### src/hw/rtl/rbb_pkg.sv
// ----------------------------------------------------------------------------
// rbb_pkg
// Shared constants, codes and types of the run blob bounding box block.
// ----------------------------------------------------------------------------
package rbb_pkg;

  localparam int MAX_WIDTH        = 256;
  localparam int MAX_HEIGHT       = 256;
  localparam int MAX_RUNS_PER_ROW = 128;
  localparam int MARGIN           = 5;

  localparam int COL_W      = $clog2(MAX_WIDTH);
  localparam int ROW_W      = $clog2(MAX_HEIGHT);
  localparam int RIDX_W     = (MAX_RUNS_PER_ROW > 1) ? $clog2(MAX_RUNS_PER_ROW) : 1;
  localparam int CNT_W      = $clog2(MAX_RUNS_PER_ROW + 1);
  localparam int DIM_W      = 9;
  localparam int RUN_W      = 2 * COL_W + 1;
  localparam int RUN_DEPTH  = MAX_HEIGHT * MAX_RUNS_PER_ROW;
  localparam int FR_DEPTH   = 2 * MAX_RUNS_PER_ROW;

  typedef enum logic [1:0] {
    OP_PIXEL = 2'd0,
    OP_FETCH = 2'd1,
    OP_CLEAR = 2'd2,
    OP_NONE  = 2'd3
  } op_e;

  typedef enum logic [1:0] {
    CFG_ORIGIN_X = 2'd0,
    CFG_ORIGIN_Y = 2'd1,
    CFG_WIDTH    = 2'd2,
    CFG_HEIGHT   = 2'd3
  } cfg_idx_e;

  typedef struct packed {
    logic [COL_W-1:0] minx;
    logic [COL_W-1:0] maxx;
    logic [ROW_W-1:0] top;
    logic [ROW_W-1:0] bottom;
  } box_ext_t;

endpackage

### src/hw/rtl/rbb_box.sv
// ----------------------------------------------------------------------------
// rbb_box
// Turns an object's extent into a margin-widened, saturated box.
// ----------------------------------------------------------------------------
module rbb_box (
  input  logic              found_i,
  input  logic [7:0]        origin_x_i,
  input  logic [7:0]        origin_y_i,
  input  rbb_pkg::box_ext_t ext_i,
  output logic signed [8:0] box_x_o,
  output logic signed [8:0] box_y_o,
  output logic [8:0]        box_width_o,
  output logic [8:0]        box_height_o
);

  logic signed [10:0] sx, sy;
  logic [9:0]         w, h;

  always_comb begin
    sx = $signed(11'({3'b0, origin_x_i}) + 11'(ext_i.minx) - 11'(rbb_pkg::MARGIN));
    sy = $signed(11'({3'b0, origin_y_i}) + 11'(ext_i.top) - 11'(rbb_pkg::MARGIN));
    w  = 10'(ext_i.maxx) - 10'(ext_i.minx) + 10'(2 * rbb_pkg::MARGIN);
    h  = 10'(ext_i.bottom) - 10'(ext_i.top) + 10'(2 * rbb_pkg::MARGIN);
    if (!found_i) begin
      box_x_o      = '0;
      box_y_o      = '0;
      box_width_o  = '0;
      box_height_o = '0;
    end else begin
      box_x_o      = (sx > 11'sd255) ? 9'sd255 : sx[8:0];
      box_y_o      = (sy > 11'sd255) ? 9'sd255 : sy[8:0];
      box_width_o  = (w > 10'd511) ? 9'd511 : w[8:0];
      box_height_o = (h > 10'd511) ? 9'd511 : h[8:0];
    end
  end

endmodule

### config.mk
export PLATFORM = sky130hd
export DESIGN_NAME = rbb_box
export DESIGN_NICKNAME = d
export VERILOG_FILES = /design/src/hw/rtl/rbb_pkg.sv /design/src/hw/rtl/rbb_box.sv
export SDC_FILE = /design/constraint.sdc
export NUM_CORES = 1
export LEC_CHECK = 0
export BUFFER_PORTS_ARGS = -buffer_cell sky130_fd_sc_hd__buf_2
export CORE_AREA = 2 2 77 79
export DETAILED_ROUTE_END_ITERATION = 8
export DIE_AREA = 0 0 79 81
export PLACE_DENSITY = 0.81
export SLEW_MARGIN = 10
export SYNTH_ARGS = -nofsm -noshare
export SYNTH_HDL_FRONTEND = slang
export SYNTH_SLANG_ARGS = --single-unit
export TNS_END_PERCENT = 20
### constraint.sdc
create_clock -name vclk -period 3.6
set_clock_uncertainty 0.2 [all_clocks]
set_input_delay 0.72 -clock vclk [all_inputs]
set_output_delay 0.72 -clock vclk [all_outputs]
set_load 0.05 [all_outputs]
== Word level (Yosys, flattened, before mapping) ==
Cells that the tools add are included.
Operators by class
  $add $sub $neg: 8
  order comparisons: 4
  mux-type cells: 8
  bitwise logic cells: 0
  equal/unequal tests: 0
  div/mod/pow operators: 0
  reductions and logical operators: 0
  shift operators: 0
  multipliers: 0
Operators with widths (count)
  2-to-1 mux 9 bit: 8
  > comparator 10 x 9 -> 1 bit (second input constant): 4
  adder 9 x 5 -> 10 bit (second input constant): 2
  subtractor 9 x 3 -> 10 bit (second input constant): 2
  adder 8 x 8 -> 9 bit: 2
  subtractor 8 x 8 -> 9 bit: 2
Storage, ports and cells
  ROM bits: 0
  RAM bits: 0
  input port bits: 49
  memories: 0
  latch bits: 0
  register bits after elaboration: 0

== Longest topological paths before layout ==
  depth in word-level cells: 5
  gate-level depth with buffers: 12
  mapped depth without buffers: 12

== Worst setup path before layout ==
OpenSTA, ideal clock, no wires.
  kind: input to output
  from: input ext_i[13] in the netlist's numbering
  to: output box_y_o[7]
  stages: 10
  buffers on the path: 0
  data required time: 2.680 ns
  arrival time: 3.743 ns
  slack: -1.063 ns
  path through: inv_1 > ha_1 > inv_1 > ha_1 > a21o_1 > or4_1 > a211oi_2 > or3_1 > nor3_1 > a311oi_1
On the way
  cells in the longest elaborated chain, start to end: 5
RTL lines
  start: declaration: line rbb_box.sv:9  | input rbb_pkg::box_ext_t ext_i,
  adder 8 x 8 -> 9 bit *: line rbb_box.sv:21  | sy = $signed(11'({3'b0, origin_y_i}) + 11'(ext_i.top) - 11'(rbb_pkg::MARGIN));
  subtractor 9 x 3 -> 10 bit *: line rbb_box.sv:21
  > comparator 10 x 9 -> 1 bit: line rbb_box.sv:31  | box_y_o = (sy > 11'sd255) ? 9'sd255 : sy[8:0];
  2-to-1 mux 9 bit *: line rbb_box.sv:31
  2-to-1 mux 9 bit *: line rbb_box.sv:24  | if (!found_i) begin
  end: declaration: line rbb_box.sv:11  | output logic signed [8:0] box_y_o,
Mark *: on every way between the ends. The rest lies on a longest branch, timed or not.

== Worst setup path in the final report ==
  from: input ext_i[0] in the netlist's numbering
  to: output box_height_o[4]
On the way
  cells in the longest elaborated chain, start to end: 5
RTL lines
  subtractor 8 x 8 -> 9 bit *: line rbb_box.sv:23  | h = 10'(ext_i.bottom) - 10'(ext_i.top) + 10'(2 * rbb_pkg::MARGIN);
  adder 9 x 5 -> 10 bit *: line rbb_box.sv:23
  > comparator 10 x 9 -> 1 bit: line rbb_box.sv:33  | box_height_o = (h > 10'd511) ? 9'd511 : h[8:0];
  2-to-1 mux 9 bit *: line rbb_box.sv:33
  2-to-1 mux 9 bit *: line rbb_box.sv:24
  end: declaration: line rbb_box.sv:13  | output logic [8:0] box_height_o
Marked as above.

==> results summary <==
The die width is ~79 um. The count of final hold-check violations was 0. The synthesized design devotes to its leading area cell type between 20% and 30% of total area. Global routing used ~28% of the available tracks across all layers. The total I/O pin count came out at between 80 and 90.

The achievable frequency is around 0.25 GHz. The maximum resistive drop on vdd came out at 0.209 mV. Setup violations remaining at the end of the flow were counted as 36. Along the worst path, the maximum fanout reaches 7. The total number of vias is between 3k and 4k. The wire length per cell is 15.1 um. The met2 usage is around three fifths. STA puts the critical path data arrival time at about 3100 ps. The max-cap violation count is 0.

The fraction of power consumed by sequential logic came out at 0%. By area the synthesized netlist is led by sky130_fd_sc_hd__ha_1 (25%), sky130_fd_sc_hd__inv_1 (11%), sky130_fd_sc_hd__xnor2_1 (4.3%). By count the netlist is led by sky130_fd_sc_hd__inv_1 (70), sky130_fd_sc_hd__ha_1 (48), sky130_fd_sc_hd__nor2_1 (23).

The total negative setup slack is -11,610 ps. The number of hold buffers added after cts is 0. The count of nets left with antenna violations once routing finished came out at 0. After detailed routing, the number of vias per cell comes to ~5.3. The initial antenna violation count was 0. The final reports fail on negative setup slack.

The power after layout is around 1.4 mW. The worst slew slack as a fraction of its limit is around 64%. sky130_fd_sc_hd__ha_1 takes more of the synthesized area than any other cell. Entering global routing, the biggest net connects 18 pins. In the synthesized netlist, the number of instances is roughly 340. The element type at the critical path end is an output port.

The launch instance of the worst min-delay path is ext_i[24]. The final count of pins violating max slew was 0. Power spread over the standard cell area amounts to approximately 310 nW/um^2. After the first detailed-routing iteration, the DRC count stood at between 80 and 90.

The combinational share of power came out at 100.0%. The DRC violations left is 0. Global routing used approximately a quarter of the available met1 tracks. The HPWL after detailed placement came out at 7000 um.

The sequential cell count came out at 0. The number of cells on the worst hold path is 4. The final period demand of the worst path came out at between 4000 and 5000 ps. The most common cell in the synthesized netlist is sky130_fd_sc_hd__inv_1. The total number of yosys warnings is 0. The worst hold path belongs to the class input pin to output port. The global-route wire length before repair is between 10,000 and 15,000 um.

In this run the standard cell core region covers between 5000 and 6000 sq um. Summed over all layers, the global routing overflow is 0. The fraction of the yosys area taken by sequential cells is 0%. The worst path uses 112% of the clock period.

The number of global-route vias before repair came out at between 3k and 4k. The setup path with the least slack is of type input pin to output port. The leakage power summed over all cells is 2.22 nW. In this run the most used layer during global routing was met2. The net count after synthesis came out at 440.

The clock buffer count came out at 0. The area enclosed by the die boundary is roughly 6400 sq um. The initial utilization of the core area, before any placement, comes to around 43%. The number of antenna diodes came out at 0. The placer congestion estimate came out at approximately 0.87. Setup repair after global routing could not meet its margin everywhere. The growth of design area from synthesis to finish came out at 88.0%.

The flow ran to the end, but the final reports show violations. After layout, the worst setup slack is -434 ps. In the global route stage, met3 resource usage came out at around 1.9%. The floorplan step set the die height to about 80 um. The detailed-router iteration count before antenna repair came out at 4.

The part of the total power dissipated in the clock network is 0%. The switching power total came out at around 0.81 mW. The net switching share of the total power came out at 56.0%. The count of port buffers added during placement is between 80 and 90. Counting distinct cell types in the post-synthesis netlist gives 53. The required time at the worst-slack endpoint is ~2700 ps. The final routed wirelength across all metal layers came out at 8960 um. The post-synthesis cell area is about 2400 sq um. Of the cells placed in the final design, the portion with a size suffix greater than 1 is between 50 and 60%. The internal cell power came out at around 0.63 mW. STA classifies the critical path startpoint as an input pin. The layout net count came out at roughly 620. After synthesis, the mean cell area works out to between 7 and 8 sq um. The worst hold path terminates at box_width_o[0].

The area occupied by registers came out at 0 sq um. At the pin with the least slew margin, the transition time is 532 ps. The total number of placement rows is 28.
stage by stage:
step	hold WS, ps	cells	setup WS (ps)	cell area [sq um]	utilization [%]
floorplan	1470	339	-358	2880	-
global placement	1740	594	-442	4150	73.2
detailed placement	1750	594	-555	4150	73.2
CTS	1680	594	-440	4430	78.0
global route	1690	595	-492	4600	81.0
finish	1670	595	-434	4600	81.0
cell type report:
type | count | area [sq um]
inverter | 72 | 308
multi-input combinational | 261 | 2730
fill | 356 | 1080
tap | 75 | 93.8
timing repair buffer | 187 | 1460
cells in the final DEF, fill, tap and decap left out, types with 3 or more instances in the layout:
cell and count:
sky130_fd_sc_hd__nand4_1 4, sky130_fd_sc_hd__nand2_1 15, sky130_fd_sc_hd__o21ai_4 10, sky130_fd_sc_hd__a21oi_1 10
sky130_fd_sc_hd__xor2_1 7, sky130_fd_sc_hd__inv_2 16, sky130_fd_sc_hd__buf_2 43, sky130_fd_sc_hd__a21o_1 9
sky130_fd_sc_hd__ha_1 32, sky130_fd_sc_hd__inv_4 5, sky130_fd_sc_hd__or3_1 4, sky130_fd_sc_hd__fa_2 4
sky130_fd_sc_hd__xnor2_1 12, sky130_fd_sc_hd__a211oi_2 3, sky130_fd_sc_hd__buf_4 106, sky130_fd_sc_hd__o21ai_0 5
sky130_fd_sc_hd__nand3b_1 3, sky130_fd_sc_hd__nand3_1 6, sky130_fd_sc_hd__buf_6 34, sky130_fd_sc_hd__nand2b_1 7
sky130_fd_sc_hd__ha_4 14, sky130_fd_sc_hd__nor2_1 21, sky130_fd_sc_hd__o211ai_1 7, sky130_fd_sc_hd__o21a_1 7
sky130_fd_sc_hd__a21oi_2 4, sky130_fd_sc_hd__o21ai_1 6, sky130_fd_sc_hd__nor2b_1 3, sky130_fd_sc_hd__a31oi_2 3
sky130_fd_sc_hd__nand2_4 4, sky130_fd_sc_hd__a31oi_4 4, sky130_fd_sc_hd__inv_1 49, sky130_fd_sc_hd__a2111oi_4 4
critical path, cell delays in order:
cell                        delay, ps
sky130_fd_sc_hd__buf_8            110
sky130_fd_sc_hd__inv_12            40
sky130_fd_sc_hd__ha_4             120
sky130_fd_sc_hd__inv_2             30
sky130_fd_sc_hd__fa_2             400
sky130_fd_sc_hd__xor2_4           190
sky130_fd_sc_hd__ha_4             200
sky130_fd_sc_hd__nor2_4            50
sky130_fd_sc_hd__a2111oi_4        360
sky130_fd_sc_hd__nand4_2          210
sky130_fd_sc_hd__o211ai_4         240
sky130_fd_sc_hd__buf_12           180
sky130_fd_sc_hd__o21ai_4           70
sky130_fd_sc_hd__buf_6            170
how the worst max path moves through the flow:
stage	start	end	slack (ps)	depth (start not counted)
after floorplan	ext_i[0]	box_height_o[0]	-360	10
after global placement	ext_i[0]	box_height_o[4]	-440	14
after detailed placement	ext_i[16]	box_width_o[6]	-560	14
after CTS	ext_i[16]	box_width_o[6]	-440	14
after global routing	ext_i[0]	box_height_o[4]	-490	14
final	ext_i[0]	box_height_o[4]	-430	14
what timing repair did:
| action | in CTS | in global routing |
|---|---|---|
| setup endpoints to repair | 36 | 36 |
| gates resized for setup | 83 | 37 |
| pin swaps | 16 | 16 |
| setup buffers | 0 | 1 |
logic make-up (layout without fill, tap and decap cells):
family	after synthesis	after routing	synth area share (%)
AO/OA/AOI/OAI	100	100	33.1
AND/OR/NAND/NOR	88	88	19.3
buffers and inverters	78	259	12.3
adder cells (fa/ha/maj)	52	52	27.8
XOR/XNOR	21	21	7.52
metal layers:
| metal | wire length, um | vias to the layer above |
|---|---|---|
| met5 | 0 | - |
| met4 | 281 | 0 |
| met3 | 295 | 24 |
| met2 | 5110 | 85 |
| met1 | 3260 | 1465 |
| li1 | - | 1558 |
power groups by stage:
stage	clock network [mW]	logic [mW]	registers (mW)
after global placement	0	1.22	0
after floorplan	0	0.863	0
final	0	1.44	0
after detailed placement	0	1.25	0
after global routing	0	1.53	0
after CTS	0	1.37	0
Power figures use the tool's default switching activity.
