`config.mk`:
```
export PLATFORM = sky130hd
export DESIGN_NAME = rbb_ram
export DESIGN_NICKNAME = d
export VERILOG_FILES = /design/src/hw/rtl/rbb_ram.sv
export SDC_FILE = /design/constraint.sdc
export NUM_CORES = 1
export LEC_CHECK = 0
export ABC_AREA = 1
export ABC_CLOCK_PERIOD_IN_PS = 1600
export BUFFER_PORTS_ARGS = -buffer_cell sky130_fd_sc_hd__buf_2
export CAP_MARGIN = 0
export CORE_MARGIN = 2
export CORE_UTILIZATION = 25
export CTS_CLUSTER_SIZE = 28
export DETAILED_ROUTE_END_ITERATION = 8
export SLEW_MARGIN = 0
export SYNTH_ARGS = -nofsm -noshare
export SYNTH_HDL_FRONTEND = slang
export SYNTH_SLANG_ARGS = --single-unit
```
`constraint.sdc`:
```
create_clock -name clk_i -period 1.6 [get_ports clk_i]
set_clock_uncertainty 0.15 [all_clocks]
set_input_delay 0.16 -clock clk_i [delete_from_list [all_inputs] [get_ports clk_i]]
set_output_delay 0.16 -clock clk_i [all_outputs]
set_load 0.1 [all_outputs]
```
`src/hw/rtl/rbb_ram.sv`:
```
// ----------------------------------------------------------------------------
// rbb_ram
// Generic single write, single read RAM with registered read data.
// ----------------------------------------------------------------------------
module rbb_ram #(
  parameter int WIDTH = 8,
  parameter int DEPTH = 16
) (
  input  logic                     clk_i,
  input  logic                     we_i,
  input  logic [$clog2(DEPTH)-1:0] waddr_i,
  input  logic [WIDTH-1:0]         wdata_i,
  input  logic [$clog2(DEPTH)-1:0] raddr_i,
  output logic [WIDTH-1:0]         rdata_o
);

  logic [WIDTH-1:0] mem [DEPTH];
  logic [WIDTH-1:0] rdata_q;

  always_ff @(posedge clk_i) begin
    if (we_i) begin
      mem[waddr_i] <= wdata_i;
    end
    rdata_q <= mem[raddr_i];
  end

  assign rdata_o = rdata_q;

endmodule

```
Word-level counts from Yosys, hierarchy flattened:

Memory sizes are Yosys's and may differ from the RTL's. A register that Yosys moved wholly into a read port is not among the register bits.
Index checks and enable logic that the tools add are counted.

* output and inout port bits: 8
* logic and storage cells: 3
* memories: 1
* bits in registers: 0
* input bits: 18
* memory bits (writable): 128

* mux-type cells: 2

Memories
* mem: depth 16, bits a word 8, rd ports 1, clocked after memory_dff 1, write ports 1, RTL line 17 `logic [WIDTH-1:0] mem [DEPTH];`

Operator list (number)
* 1-bit 2-to-1 mux: 2

Logic depth before layout (Yosys ltp):

Gate-level depths: netlist of run 1.

* word-level depth: 2
* depth in mapped cells: 8
* depth with buffers taken out: 7

Worst setup path before layout of run 1:

OpenSTA, ideal clock, no wires.

* kind: input to register
* from: input port waddr_i[2]
* to: memory mem[10][0] (enable)
* stages on the path: 2
* data arrival time: 0.741 ns
* data required time: 1.080 ns
* buffers on the path: 0
* slack: 0.339 ns
* library setup time: 0.370 ns
* cell sequence: nand3b_1 nor2_1

RTL lines
* start, declared: RTL line 11 `input logic [$clog2(DEPTH)-1:0] waddr_i,`
* end, declared: RTL line 17

Straight into the memory's write port.

Worst setup path in the final report of run 1:

* from: register rdata_q[6] (netlist: rdata_o[6]), read port of mem
* to: output port rdata_o[6]

RTL lines
* start, declared: RTL line 18 `logic [WIDTH-1:0] rdata_q;`
* end, declared: RTL line 14 `output logic [WIDTH-1:0] rdata_o`

No word-level cell between the ends.

==> run metrics, run 1 <==
DRC 0; TritonCTS clock tree yes; slowest CP cell buf_2; VDD IR max roughly 0.76 mV; worst-path cell chain buf_2; Pwr Density about 1200 mW/mm^2; first-pass GRT wire length roughly 21000 microns; vias in the first global route 3868; drt pass-1 iters 6; area taken by multi-input logic gates between 0.001 and 0.0015 sq mm; DIE HEIGHT ~160 microns; CP delay by family, top buffers and inverters; Tightest Pin Transition 0.574 ns; worst path bufs/invs 1; Worst-Skew Late Latency between 0.4 and 0.5 ns; synthesized cell area 0.00577 sq mm; global route overflow 0; FF/Latch Area between 0.004 and 0.005 sq mm; Hold EP mem[4][4]; Worst R2R Setup Slack about 0.43 ns; Post-CTS Repair Setup Buffers 0; number of I/O port buffers 25; Worst Reg-to-Reg Cells 6; worst reg2reg startpoint mem[5][4]; Layout Nets about 620; CTS Buffer Depth 2; WS Path Type flip-flop to output port; Ys Warns 0; f_max approximately 660 MHz; hold_sp wdata_i[4]; hold path cells 1; filler cell count 2240; # Max-Cap Violations 0; Mapped Cells around 550; Area Growth Syn to Fin 21.3%; clk sinks around 140; CTS H-tree lvls 4; final worst slack between 0.09 and 0.1 ns; Util after Layout 0.309; Final min period around 1.5 ns; Worst path max stage delay approximately 0.46 ns; switching share of total power 0.226; drt initial violations approximately 290; wire length per cell 15.4 microns; clock network power share 0.459; Initial Utilization 0.255; Seq/Total Area, Yosys 0.694; Int Pwr 6.74 mW; root buf cell clkbuf_16; Final Max Slew Viols 0; FF-to-FF End rdata_o[4]; startpoint types flip-flop; # diodes 0; largest net degree at the start of global routing 41; net switching power between 1.5 and 2 mW; clk slew on worst S/H paths roughly 0.06 ns; Leak a little under 3 nW; vias per cell around 4.3; final hold slack around 0.015 ns; CP Max Fanout 1; Crit. End Element output port; setup TNS 0 ns; Hold Crit Class input port to flip-flop; # IOs 26; HPWL after DPL roughly 8700 microns; Synth cell types 12; Num CTS Buffers 17; status finished, final reports clean; RSZ-0062 raised after global routing false; hold violation total from the final report 0; Sequential Power Share 0.461; Die X between 150 and 200 microns; share of post-route cells with drive strength above 1 0.137; total die area about 0.024 sq mm; Post-DRT Antenna Nets 0; syn avg cell area approximately 10 sq um; CP arrival 1.20 ns; Worst Path Required approximately 1.3 ns; via count approximately 3800; initial antenna violation count 0; Slew Limit Headroom 0.620; DP Worst Slack 0.216 ns; gr usage total 0.121; RD Place Congestion ~0.81; Synth Register Bits approximately 140; Final setup viols 0; drt total wl between 10000 and 15000 microns; period utilization 0.943; Cell Rows 55; Post-Syn Nets roughly 570; Core ar. approximately 0.023 sq mm; Comb power frac 0.080
[flip-flops by register name, indices dropped and copies added, names as in the netlist]
register	cells
mem	128
rdata_o	8
[metrics by stage]
step	instances	area, sq um	total power [mW]
after CTS	898	6990	8.76
final	898	7000	8.71
after detailed placement	865	6370	4.79
after global routing	898	7000	9.02
after global placement	865	6370	4.78
after floorplan	551	5770	4.53
[synthesized netlist by cell type]
master	instances	area share
nand2_1	173	0.11
edfxtp_1	128	0.67
inv_1	100	0.065
nand3_1	97	0.084
nor2_1	17	0.011
buf_2	13	0.011
dfxtp_1	8	0.028
buf_6	6	0.012
buf_4	4	0.0052
inv_2	2	0.0013
nand3b_1	2	0.0026
buf_1	1	0.00065
[layer usage]
| metal | part of all wire | wire (microns) | track usage | vias up |
|---|---|---|---|---|
| li1 | - | - | - | 1873 |
| met1 | 0.44 | 6090 | 0.152 | 1834 |
| met2 | 0.49 | 6830 | 0.202 | 101 |
| met3 | 0.045 | 623 | 0.0311 | 18 |
| met4 | 0.019 | 261 | 0.0446 | 0 |
| met5 | 0 | 0 | 0 | - |
[cells in the final DEF, fill, tap and decap left out, types with 6 or more instances in the layout]
cell type and instances:
buf_4 24, edfxtp_1 128, nand3_1 97, buf_12 6, nor2_1 17, clkbuf_16 17
dfxtp_1 8, inv_1 100, nand2_1 173, buf_2 22
[power groups by stage]
stage / Clock (mW) / Combinational (mW) / Sequential (mW)
2_1_floorplan: 0 / 0.281 / 4.25
3_3_place_gp: 0 / 0.691 / 4.09
3_5_place_dp: 0 / 0.697 / 4.09
4_1_cts: 4.04 / 0.705 / 4.02
5_1_grt: 4.23 / 0.762 / 4.02
6_report: 4.00 / 0.700 / 4.01
[cells by family after synthesis]
logic type	synth area share
AND/OR/NAND/NOR	0.210
flip-flops	0.694
buffers and inverters	0.0952
[worst register-to-register path, delay by kind of cell, from the launching register on]
family                 cells  cell delay [ns]
buffers and inverters      1             0.06
flip-flops                 1             0.36
AND/OR/NAND/NOR            5             0.48
[how the worst max path moves through the flow]
stage               start    endpoint  slack (ns)  cells after the start
3_5_place_dp   raddr_i[0]  rdata_o[7]        0.22                      8
5_1_grt        rdata_o[1]  rdata_o[1]        0.05                      1
4_1_cts        rdata_o[5]  rdata_o[5]        0.02                      1
2_1_floorplan  waddr_i[2]  mem[10][0]        0.34                      2
3_3_place_gp   raddr_i[0]  rdata_o[0]        0.23                      8
6_report       rdata_o[6]  rdata_o[6]        0.09                      1
[layout make-up]
| cell class | count | share of cell area |
|---|---|---|
| clock buffers | 18 | 0.0613 |
| clock inverters | 14 | 0.0259 |
| inverters | 102 | 0.0547 |
| multi-input cells | 289 | 0.173 |
| flip-flops and latches | 136 | 0.572 |
| well taps | 285 | 0.0510 |
| repair buffers | 54 | 0.0612 |
[repair_timing]
action,4_1_cts,5_1_grt
setup endpoints to repair,2,1
hold endpoints to repair,8,0
hold buffers,1,0
resized for setup,2,1
(Power assumes the default switching activity.)
==> run 2, diff against run 1 <==
- ABC_AREA: 1 -> default
==> run 2 against run 1 <==
Compared with the run above:
- non-clock buffer count rose by 6
- die area fell by 10%
- worst hold slack improved by 0.14 ns
- sequential power barely moved
- utilization rose by 1.1 points
- register-to-register slack got worse by 0.38 ns
- design area fell by 7.4%
- setup slack got worse by 0.044 ns
- critical path depth rose by 2
- clock-buffer cell count rose by 4
- critical endpoint is now rdata_o[2]
- largest cell class unchanged
- highest routed layer unchanged
==> run metrics, run 2 <==
# IOs 26; TritonCTS clock tree yes; DRC 0; Final setup viols 0; Area Growth Syn to Fin 25.8%; Hold EP mem[0][4]; startpoint types flip-flop; clk sinks ~140; commonest non-fill, non-tap cell in the layout edfxtp_1; global route overflow 0; Post-CTS Repair Setup Buffers 0; vias per cell about 4.3; initial antenna violation count 0; Ys Warns 0; most frequent cells after synthesis 128 x edfxtp_1, 18 x mux4_2, 16 x a22oi_1; Seq/Total Area, Yosys 0.778; CP arrival between 1.5 and 2 ns; Top FF cell, synth edfxtp_1; setup TNS 0 ns; first-pass GRT wire length roughly 16000 microns; CTS Buffer Depth 2; Post-synth EDFFs roughly 130; Worst R2R Setup Slack about 0.048 ns; # Max-Cap Violations 0; simple-gate share of the synthesized area 0.0318; drt initial violations approximately 140; WS Path Type flip-flop to flip-flop; via count ~2500; Largest register FFs ~130; most frequent cells in the layout 128 x edfxtp_1, 25 x buf_4, 23 x buf_2; gr usage total 0.103; top-count cell post-synth edfxtp_1; Worst-Skew Late Latency between 0.4 and 0.5 ns; Core ar. between 0.02 and 0.025 sq mm; CTS H-tree lvls 4; total die area ~0.022 sq mm; Final Max Slew Viols 0; mux share of post-synthesis cell area 0.150; period utilization 0.970; Crit. End Element flip-flop; DIE HEIGHT 147 microns; post-synthesis adder-cell area fraction 0; largest net degree at the start of global routing 25; Worst path max stage delay just over 0.5 ns; xor/xnor cell area share of the yosys netlist 0; Largest Register mem; Tightest Pin Transition a little under 0.8 ns; synthesized cell area between 0.005 and 0.006 sq mm; share of post-route cells with drive strength above 1 0.328; Initial Utilization 0.254; hold_sp waddr_i[0]; f_max about 640 MHz; FF-to-FF End rdata_o[2]; Slew Limit Headroom 0.474; VDD IR max 0.812 mV; Pwr Density around 1300 mW/mm^2; number of I/O port buffers 25; Die X between 100 and 150 microns; RD Place Congestion 0.728; Post-DRT Antenna Nets 0; vias in the first global route between 2000 and 3000; HPWL after DPL around 7000 microns; Layout Nets roughly 320; DP Worst Slack -0.188 ns; Mapped Cells around 230; Synth cell types 19; complex-gate fraction of the synthesized area 0.0233; Synth Register Bits 136; Cell Rows 52; CP Max Fanout 1; clk slew on worst S/H paths approximately 0.060 ns; Worst Path Required 1.74 ns; largest family of logic cells by synthesized area multiplexers; Leak 2.19 nW; drt pass-1 iters 4; # diodes 0; hold path cells 3; drt total wl slightly above 10000 microns; Post-synth ARST share 0; wire length per cell between 15 and 20 microns; root buf cell clkbuf_16; Hold Crit Class input port to flip-flop; Synth area leader edfxtp_1; Post-Syn Nets 247; final worst slack ~0.048 ns; total power 8.63 mW; Final min period roughly 1.6 ns; worst-path cell chain mux4_1 > a22oi_1 > nand2_1; hold violation total from the final report 0; slowest CP cell mux4_1; top post-synthesis cells by area edfxtp_1 75%, mux4_2 7.9%, mux4_1 7.1%; RSZ-0062 raised after global routing false; Num CTS Buffers 17; top-area cell type share of the netlist area 0.747; syn avg cell area roughly 22 sq um; status finished, final reports clean; Worst Reg-to-Reg Cells 3; worst reg2reg startpoint mem[1][2]
-- run 2: cell count changes in the layout (fill, tap and decap cells not counted), sizes merged, moves of 2 or more --
cell	delta
a22oi	+16
clkbuf	+4
clkinvlp	-4
dlygate4sd3	+7
inv	-102
mux4	+32
nand2	-164
nand2b	+2
nand3	-96
nor2	-4
nor3	+4
-- run 2: worst max path at each step --
| stage | start | endpoint | slack (ns) | cells after the start |
|---|---|---|---|---|
| floorplan | waddr_i[2] | mem[3][0] | 0.02 | 2 |
| global placement | raddr_i[0] | rdata_o[7] | -0.18 | 6 |
| detailed placement | raddr_i[0] | rdata_o[7] | -0.19 | 6 |
| CTS | mem[3][3] | rdata_o[3] | 0.03 | 3 |
| global route | mem[6][1] | rdata_o[1] | 0.001 | 3 |
| finish | mem[1][2] | rdata_o[2] | 0.05 | 3 |
-- run 2: critical path: cells and delay by family (launching register included) --
kind | cells | cell delay [ns]
flops | 1 | 0.36
compound gates | 1 | 0.27
simple gates | 1 | 0.13
mux | 1 | 0.51
-- run 2: cell families after synthesis --
| group | after synthesis |
|---|---|
| AO/OA/AOI/OAI | 16 |
| multiplexers | 32 |
| buffers and inverters | 10 |
| AND/OR/NAND/NOR | 35 |
| flip-flops | 136 |
-- run 2: report_power, final --
part	internal (mW)	leakage [nW]	switching, mW	total (mW)
registers	3.99	1.22	0.0269	4.01
logic	0.190	0.662	0.395	0.585
clock network	2.67	0.305	1.37	4.03
total	6.84	2.19	1.79	8.63
-- run 2: layout make-up --
class / instances / area (sq um)
tap: 270 / 338
sequential: 136 / 4000
timing repair buffer: 60 / 450
clock buffer: 22 / 464
clock inverter: 10 / 149
fill: 1900 / 13800
multi-input combinational: 83 / 1070
-- run 2: metal layers --
metal	track usage	wire, microns	share of wire
met1	0.138	4810	0.46
met5	0	0	0
met2	0.146	4650	0.45
met3	0.0380	727	0.070
met4	0.0500	192	0.018
-- run 2: repair_timing --
item                                   CTS  global route
setup endpoints to repair                1             3
gates resized for setup                  1             3
hold buffers                             8             0
endpoints found under the hold margin  128             0
-- run 2: metrics by stage --
step | std cells | utilization | cell area, sq um | hold slack (ns)
final | 581 | 0.320 | 6480 | 0.160
after CTS | 581 | 0.320 | 6460 | 0.138
after global placement | 541 | 0.285 | 5770 | 0.393
after detailed placement | 541 | 0.285 | 5770 | 0.412
after global routing | 581 | 0.320 | 6480 | 0.146
after floorplan | 229 | - | 5150 | 0.109
